--- src/rtl/pcgp_pkg.sv ---
package pcgp_pkg;

    localparam int unsigned WORD_W   = 64;
    localparam int unsigned HALF_W   = 32;
    localparam int unsigned PROBE_W  = 32;
    localparam int unsigned LOG2_W   = 6;
    localparam logic [LOG2_W-1:0] MAX_LOG2   = 6'd32;
    localparam logic [LOG2_W-1:0] LOG2_RESET = 6'd6;

    localparam logic [WORD_W-1:0] LCG_MULT = 64'd6364136223846793005;
    localparam logic [HALF_W-1:0] MULT_LO  = LCG_MULT[HALF_W-1:0];
    localparam logic [HALF_W-1:0] MULT_HI  = LCG_MULT[WORD_W-1:HALF_W];

    // permutation shift amounts
    localparam int unsigned XSH_A = 18;
    localparam int unsigned XSH_B = 27;
    localparam int unsigned ROT_POS = 59;

    localparam logic OP_START = 1'b0;
    localparam logic OP_NEXT  = 1'b1;

    typedef enum logic [2:0] {
        ST_IDLE,
        ST_MUL_LL,
        ST_MUL_HL,
        ST_MUL_LH,
        ST_ADD,
        ST_DELIVER
    } seq_state_t;

endpackage

--- src/rtl/pcgp_permute.sv ---
module pcgp_permute
    import pcgp_pkg::*;
(
    input  logic [WORD_W-1:0] lcg_state,
    input  logic [LOG2_W-1:0] table_size_log2,
    output logic [PROBE_W-1:0] probe_index
);

    logic [WORD_W-1:0]  x;
    logic [4:0]         rot_r;
    logic [4:0]         rot_l;
    logic [WORD_W-1:0]  mixed;
    logic [PROBE_W-1:0] mask;

    assign x     = ((lcg_state >> XSH_A) ^ lcg_state) >> XSH_B;
    assign rot_r = lcg_state[WORD_W-1:ROT_POS];
    // (32 - r) mod 32
    assign rot_l = 5'd0 - rot_r;
    assign mixed = (x >> rot_r) | (x << rot_l);

    // exponents of 32 and above keep every bit
    assign mask = (table_size_log2 >= MAX_LOG2) ? {PROBE_W{1'b1}}
                                                : ~({PROBE_W{1'b1}} << table_size_log2[4:0]);

    assign probe_index = mixed[PROBE_W-1:0] & mask;

endmodule

--- src/rtl/pcg_probe_sequence_generator.sv ---
// PCG-driven probe sequence generator for a power-of-two open-addressing table.
//
// Input stream (s_axis_*): one transfer per request. tuser carries op
// (0 = seed from key and emit first probe, 1 = emit next probe), tdata the
// 64-bit key (ignored for op 1). Output stream (m_axis_*): exactly one
// transfer per request, tdata = 32-bit probe index.
// cfg_wr_en/cfg_wr_data write table_size_log2 (reset 6); write only when idle.
//
// Each LCG step runs through one shared 32x32 multiplier in ST_MUL_LL,
// ST_MUL_HL and ST_MUL_LH (lo*lo, hi*lo, lo*hi partial products); ST_ADD
// then adds the increment. A next request runs one LCG step from accept to
// result register, a start request two LCG steps. s_axis_tready is high only
// while the sequencer is idle, so one request is in flight at a time and a
// new request is taken only after the previous probe reaches the output register.
//
// The result sits in an output register; if the receiver stalls, the
// sequencer holds the finished probe until the register frees up.
// Reset (rst_n low, asynchronous) returns state to 0, increment to 1,
// table_size_log2 to 6 and drops m_axis_tvalid.
module pcg_probe_sequence_generator
    import pcgp_pkg::*;
(
    input  logic               clk,
    input  logic               rst_n,

    input  logic               cfg_wr_en,
    input  logic [LOG2_W-1:0]  cfg_wr_data,    // [5:0] table_size_log2

    input  logic               s_axis_tvalid,
    output logic               s_axis_tready,
    input  logic [WORD_W-1:0]  s_axis_tdata,   // [63:0] key
    input  logic [0:0]         s_axis_tuser,   // [0] op

    output logic               m_axis_tvalid,
    input  logic               m_axis_tready,
    output logic [PROBE_W-1:0] m_axis_tdata    // [31:0] probe_index
);

    seq_state_t         st_reg, st_next;
    logic               last_reg, last_next;
    logic [LOG2_W-1:0]  log2_reg;
    logic [WORD_W-1:0]  state_reg, state_next;
    logic [WORD_W-1:0]  inc_reg, inc_next;
    logic [WORD_W-1:0]  acc_reg, acc_next;
    logic [PROBE_W-1:0] probe_reg, probe_next;
    logic               m_valid_reg, m_valid_next;
    logic [PROBE_W-1:0] m_data_reg, m_data_next;

    logic               in_xfer;
    logic               out_free;
    logic [HALF_W-1:0]  mul_a, mul_b;
    logic [WORD_W-1:0]  mul_p;
    logic [WORD_W-1:0]  seed_inc;
    logic [WORD_W-1:0]  table_size;
    logic [PROBE_W-1:0] perm_out;

    assign in_xfer  = s_axis_tvalid && s_axis_tready;
    assign out_free = !m_valid_reg || m_axis_tready;

    assign seed_inc   = {s_axis_tdata[WORD_W-2:0], 1'b1};
    assign table_size = (log2_reg >= MAX_LOG2) ? (64'd1 << MAX_LOG2)
                                               : (64'd1 << log2_reg);

    pcgp_permute u_permute (
        .lcg_state       (state_reg),
        .table_size_log2 (log2_reg),
        .probe_index     (perm_out)
    );

    // shared multiplier
    always_comb
    begin
        unique case (st_reg)
            ST_MUL_HL:
            begin
                mul_a = state_reg[WORD_W-1:HALF_W];
                mul_b = MULT_LO;
            end
            ST_MUL_LH:
            begin
                mul_a = state_reg[HALF_W-1:0];
                mul_b = MULT_HI;
            end
            default:
            begin
                mul_a = state_reg[HALF_W-1:0];
                mul_b = MULT_LO;
            end
        endcase
    end

    assign mul_p = WORD_W'(mul_a) * WORD_W'(mul_b);

    // next state
    always_comb
    begin
        st_next = st_reg;
        unique case (st_reg)
            ST_IDLE:    if (in_xfer) st_next = ST_MUL_LL;
            ST_MUL_LL:  st_next = ST_MUL_HL;
            ST_MUL_HL:  st_next = ST_MUL_LH;
            ST_MUL_LH:  st_next = ST_ADD;
            ST_ADD:     st_next = last_reg ? ST_DELIVER : ST_MUL_LL;
            ST_DELIVER: if (out_free) st_next = ST_IDLE;
            default:    st_next = ST_IDLE;
        endcase
    end

    // datapath and outputs
    always_comb
    begin
        last_next    = last_reg;
        state_next   = state_reg;
        inc_next     = inc_reg;
        acc_next     = acc_reg;
        probe_next   = probe_reg;
        m_valid_next = m_valid_reg && !m_axis_tready;
        m_data_next  = m_data_reg;
        unique case (st_reg)
            ST_IDLE:
            begin
                if (in_xfer)
                begin
                    if (s_axis_tuser[0] == OP_START)
                    begin
                        // stepping from state 0 gives the increment itself
                        inc_next   = seed_inc;
                        state_next = seed_inc + table_size;
                        last_next  = 1'b0;
                    end
                    else
                    begin
                        last_next = 1'b1;
                    end
                end
            end
            ST_MUL_LL:
            begin
                acc_next = mul_p;
                if (last_reg)
                    probe_next = perm_out;
            end
            ST_MUL_HL, ST_MUL_LH:
            begin
                acc_next[WORD_W-1:HALF_W] = acc_reg[WORD_W-1:HALF_W] + mul_p[HALF_W-1:0];
            end
            ST_ADD:
            begin
                state_next = acc_reg + inc_reg;
                last_next  = 1'b1;
            end
            ST_DELIVER:
            begin
                if (out_free)
                begin
                    m_valid_next = 1'b1;
                    m_data_next  = probe_reg;
                end
            end
            default:
            begin
                acc_next = acc_reg;
            end
        endcase
    end

    always_ff @(posedge clk or negedge rst_n)
    begin
        if (!rst_n)
        begin
            st_reg      <= ST_IDLE;
            last_reg    <= 1'b0;
            log2_reg    <= LOG2_RESET;
            state_reg   <= '0;
            inc_reg     <= 64'd1;
            m_valid_reg <= 1'b0;
        end
        else
        begin
            st_reg      <= st_next;
            last_reg    <= last_next;
            state_reg   <= state_next;
            inc_reg     <= inc_next;
            m_valid_reg <= m_valid_next;
            if (cfg_wr_en)
                log2_reg <= cfg_wr_data;
        end
    end

    always_ff @(posedge clk)
    begin
        acc_reg    <= acc_next;
        probe_reg  <= probe_next;
        m_data_reg <= m_data_next;
    end

    assign s_axis_tready = (st_reg == ST_IDLE);
    assign m_axis_tvalid = m_valid_reg;
    assign m_axis_tdata  = m_data_reg;

    a_busy_after_accept: assert property (@(posedge clk) disable iff (!rst_n)
        in_xfer |=> !s_axis_tready)
        else $error("input accepted while previous request in flight");

    a_start_two_steps: assert property (@(posedge clk) disable iff (!rst_n)
        (in_xfer && s_axis_tuser[0] == OP_START) |=> !last_reg)
        else $error("start request must run a seeding step first");

    a_next_one_step: assert property (@(posedge clk) disable iff (!rst_n)
        (in_xfer && s_axis_tuser[0] == OP_NEXT) |=> last_reg)
        else $error("next request must run a single step");

    a_deliver_loads: assert property (@(posedge clk) disable iff (!rst_n)
        (st_reg == ST_DELIVER && out_free) |=> (m_axis_tvalid && st_reg == ST_IDLE))
        else $error("finished probe not presented");

endmodule

--- config.mk ---
export PLATFORM = sky130hd
export DESIGN_NAME = pcg_probe_sequence_generator
export DESIGN_NICKNAME = d
export VERILOG_FILES = /design/src/rtl/pcgp_pkg.sv /design/src/rtl/pcgp_permute.sv /design/src/rtl/pcg_probe_sequence_generator.sv
export SDC_FILE = /design/constraint.sdc
export NUM_CORES = 2
export LEC_CHECK = 0
export ABC_AREA = 0
export BUFFER_PORTS_ARGS = -buffer_cell sky130_fd_sc_hd__buf_4
export CAP_MARGIN = 25
export CORE_ASPECT_RATIO = 0.75
export CORE_UTILIZATION = 55
export DETAILED_ROUTE_END_ITERATION = 10
export PLACE_DENSITY = 0.8
export SLEW_MARGIN = 25
export SYNTH_ARGS = -nofsm -noshare
export SYNTH_HDL_FRONTEND = slang
export SYNTH_SLANG_ARGS = --single-unit
--- constraint.sdc ---
create_clock -name clk -period 12.1 [get_ports clk]
set_clock_uncertainty 0.05 [all_clocks]
set_input_delay 0.605 -clock clk [delete_from_list [all_inputs] [get_ports clk]]
set_output_delay 0.605 -clock clk [all_outputs]
set_load 0.01 [all_outputs]
# After elaboration in Yosys (flattened, before gate mapping)
# Cells that the tools add are included.
# word_totals
elab_cells,65
input_bits,76
output_inout_bits,34
register_bits,266
# classes
addsub,4
reduce_logical,15
eq_ne,8
muxes,17
n_shift,4
n_mul,1
magnitude_cmp,1
bitwise,5
# ops
cell,n
$mux W64,3
$add A64 B64 Y64,2
$pmux W64 S2,1
$mul A32 B32 Y64,1
$mux W32,2
$pmux W32 S2,1
$shl A1 B6 Y64 const A,1
$xor A46 B64 Y64,1
$shl A37 B5 Y32,1
$shr A37 B5 Y32,1
$add A32 B32 Y32,1
$and A32 B32 Y32,1
$not A32 Y32,1
$or A32 B32 Y32,1
$shl A32 B5 Y32 const A,1
$mux W29,1
$pmux W3 S6,1
$mux W3,3
$reduce_and A2 Y1,4
$eq A3 B2 Y1 const B,2
$eq A3 B3 Y1 const B,2
$ge A6 B6 Y1 const B,1
$reduce_and A3 Y1,2
$sub A1 B5 Y5 const A,1
12 further kinds,19

# Depth between registers and ports, before layout
# logic_depth
word_depth,6
mapped_depth,42
ltp_nobuf,40

# Cells and area by module
# A second synthesis with hierarchy kept.
# hier_totals
hier_cells,4970
area_unflattened_um2,46049.2
# by_module_without_submodules
mod,area_per_inst_um2,cells_per_inst,n_inst,seq_area_each_um2
pcg_probe_sequence_generator,41303.4,4366,1,7299.5
pcgp_permute,4745.8,604,1,0.0

# Worst setup path after synthesis
# No wires, ideal clock.
# synth_timing
path_type,reg-to-reg
start,register st_reg[1]
end,"register acc_reg[61], data pin"
n_path_buf,3
setup_ns,0.273
slack_ns,1.888
period_less_slack_ns,10.212
path_stages_with_launch,38
arrival_time_ns,9.888
required_time_ns,11.777
cell_sequence,dfrtp_1 > clkbuf_1 > nand2b_1 > nor2_1 > clkbuf_1 > clkbuf_1 > mux2i_1 > inv_1 > nand2_1 > inv_1 > ha_1 > fa_1 > inv_1 > fa_1 > fa_1 > inv_1 > fa_1 > ha_1 > [2 not listed] > fa_1 > inv_1 > ha_1 > a21o_1 > o21bai_1 > a221o_1 > a221o_1 > xor2_1 > ha_1 > nand4_1 > a2111oi_0 > o211ai_1 > nand3b_1 > a21oi_1 > xor2_1 > nand2_1 > a221oi_1 > o211ai_1
# synth_between
elab_chain_cells,5
# synth_lines
element,line_no,text
start: declaration,pcg_probe_sequence_generator.sv:39,"seq_state_t st_reg, st_next;"
start signal: assignment,pcg_probe_sequence_generator.sv:180,st_reg <= st_next;
$eq A3 B2 Y1,pcg_probe_sequence_generator.sv:73,unique case (st_reg)
$mux W32 or $mux W29 (tied branches),pcg_probe_sequence_generator.sv:73,
$mul A32 B32 Y64 *,pcg_probe_sequence_generator.sv:92,assign mul_p = WORD_W'(mul_a) * WORD_W'(mul_b);
named net mul_p[21],pcg_probe_sequence_generator.sv:52,logic [WORD_W-1:0] mul_p;
$add A32 B32 Y32 *,pcg_probe_sequence_generator.sv:145,acc_next[WORD_W-1:HALF_W] = acc_reg[WORD_W-1:HALF_W] + mul_p[HALF_W-1:0];
$pmux W32 S2 *,pcg_probe_sequence_generator.sv:119,unique case (st_reg)
named net acc_next[61],pcg_probe_sequence_generator.sv:44,"logic [WORD_W-1:0] acc_reg, acc_next;"
end signal: assignment,pcg_probe_sequence_generator.sv:192,acc_reg <= acc_next;
end: declaration,pcg_probe_sequence_generator.sv:44,
# Mark *: on every way through the listed nets, which the timed path passes. The rest lies on a longest branch.
# A chain may end at the register's enable or synchronous reset.

# Final worst setup path
# layout_timing
start,register st_reg[2]
end,"register acc_reg[62], data pin"
# The elaborated chain is that of the path after synthesis.

==> results.ini <==
[setup_path]
cp-start-kind=flop
critical_path_arrival_ns=11.70
crit_path_end=acc_reg[62]$_DFFE_PP_
slowest_delay_ns=0.73
critical_path.top_delay_family=adder cells
cpMaxStageDelayCell=xor2_1
cp.required_ns=12.37
crit_fanout=14
critPathBufInv=9
crit_start=st_reg[2]$_DFFE_PN0P_
rr_endpoint=acc_reg[62]$_DFFE_PP_
regToRegSetupSlack_ns=0.67
end_kind=flop
r2r_start=st_reg[2]$_DFFE_PN0P_
r2r_cells=36
worst_path_most_repeated_cell=inv_1
crit_type=reg2reg
cp.depth=36

[global_route]
grt_pass1_wl_um=230000
grt_max_degree=87
grt.total_usage=0.369
grt_pass1_vias=37800
overflow=0
antenna_found_initial=8

[clock_network]
clkSinkCount=266
clk_latency_ns=0.59
postCtsSetupBuffers=0
cts_max_level=1
cts-resized-gates=0
cts_buffers=25
clkTransAtPathRegs_ns=0.07
cts_tree=yes
cts_hold_buf=0
clockBufferDepth=3
cts_root_buf=clkbuf_16

[timing]
period_minus_slack_ns=11.43
fin_setup_tns_ns=0
fin_ws_ns=0.669
max_freq_mhz=87.5
relSlewSlack=0.121
tightestPinTransition_ns=1.31
slew_viol_final=0
setup_viol=0
min_period_over_period=0.945
hold_viol=0
rsz0062_at_grt=false

[finish]
num-fill-cells=7057
instances_no_fill=6145
drive_above_1_share=0.0643
final_nets=6291
multi_input_area_mm2=0.0345
regArea_mm2=0.00730
area_growth_pct=6.58

[floorplanning]
core_mm2=0.0806
io_pins=110
die-area_mm2=0.0827
num_rows=90
initial_core_util=0.556
die_w_um=332
fp.dieH_um=249

[placement]
port_buffers=108
place_ws_ns=1.03
place_inst=6098
place_congestion=1.12
dp_hpwl_um=127000

[status]
outcome=finished, final reports clean

[drt]
routed_wl_um=153000
wl_per_cell_um=24.8
ant_nets=0
drcViolationCount=0
via_per_inst=6.25
dr.pass1.iters=9
via_count=38400
drt-initial-drc-count=4401

[yosys]
ys_async_sr_fraction=0.519
synth_ff_type=dfrtp_1
netlist.area_leader.share=0.245
synth_cell_types=85
synth.area.top_cells=fa_1, ha_1, edfxtp_1
yosysMostFrequentCell=inv_1
synth-seq-cells=266
syn-cell-area_mm2=0.0449
ys_seq_area_frac=0.163
synthCells=5022
synth_top_cell_by_area=fa_1
synth_commonest_cells=inv_1, ha_1, fa_1, nand2_1, a21oi_1
synth_edf_count=128
syn_avg_cell_area_um2=8.93
yosysWarningCount=0

[hold_path]
hold_class=in2async

[flow_run]
cap_violations=0

worst register-to-register path, delay by kind of cell (launching register included):
kind	cells	cell delay (ns)
simple gates	5	1.03
xor+xnor	2	0.91
flops	1	0.59
mux	1	0.73
fa+ha+maj	10	4.33
compound gates	9	2.64
buf+inv	9	0.91
kinds of logic (layout without fill, tap and decap cells):
group | count (synthesis) | after routing | synth area share
buf+inv | 888 | 893 | 0.0745
simple gates | 1257 | 1257 | 0.126
other cells | 2 | 62 | 0.000167
xor+xnor | 228 | 228 | 0.0445
fa+ha+maj | 1147 | 1147 | 0.412
compound gates | 1135 | 1135 | 0.156
mux | 99 | 99 | 0.0245
flops | 266 | 266 | 0.163
metrics by stage:
stage                     cell area, um^2  utilization  hold WS (ns)
after floorplan                     45100            -         0.259
after global placement              46900        0.582         0.352
after detailed placement            46900        0.582         0.355
after CTS                           47800        0.593        0.0650
after global routing                47800        0.593        0.0974
final                               47800        0.593        0.0245
layer usage:
layer | up-vias | GRT usage | part of all wire
li1 | 17100 | - | -
met4 | 12 | 0.0909 | 0.030
met2 | 2151 | 0.512 | 0.40
met5 | - | 0.00863 | 0.0011
met3 | 303 | 0.150 | 0.15
met1 | 18900 | 0.531 | 0.42
cell usage in the layout (no fill, tap or decap), types with 97 or more instances in the layout:
master    netlist  routed
a21o_1         97      97
a21oi_1       404     404
buf_4           0     166
dfrtp_1       136     135
edfxtp_1      128     128
fa_1          548     548
ha_1          599     599
inv_1         677     677
nand2_1       531     530
nor2_1        335     331
o21ai_0       238     238
xnor2_1       137     134
worst min path at each step:
stage | startpoint | endpoint | slack [ns] | cells past startpoint
CTS | rst_n | inc_reg[51]$_DFFE_PN0P_ | 0.06 | 1
global placement | probe_reg[3]$_DFFE_PP_ | m_axis_tdata[3]$_DFFE_PP_ | 0.35 | 0
finish | rst_n | inc_reg[62]$_DFFE_PN0P_ | 0.02 | 1
floorplan | rst_n | inc_reg[10]$_DFFE_PN0P_ | 0.26 | 0
detailed placement | probe_reg[17]$_DFFE_PP_ | m_axis_tdata[17]$_DFFE_PP_ | 0.35 | 0
global route | rst_n | inc_reg[51]$_DFFE_PN0P_ | 0.1 | 1
layout make-up:
class / count / share of cell area
timing repair buffer: 168 / 0.0265
multi-input combinational: 3927 / 0.722
clock inverter: 9 / 0.00230
sequential: 266 / 0.153
antenna: 1 / 0.0000523
inverter: 680 / 0.0534
clock buffer: 36 / 0.0153
tap: 1058 / 0.0277
Power is left out: the tool's default activity adds up to more than one toggle a clock period on the data nets, which glitch-free logic cannot reach.
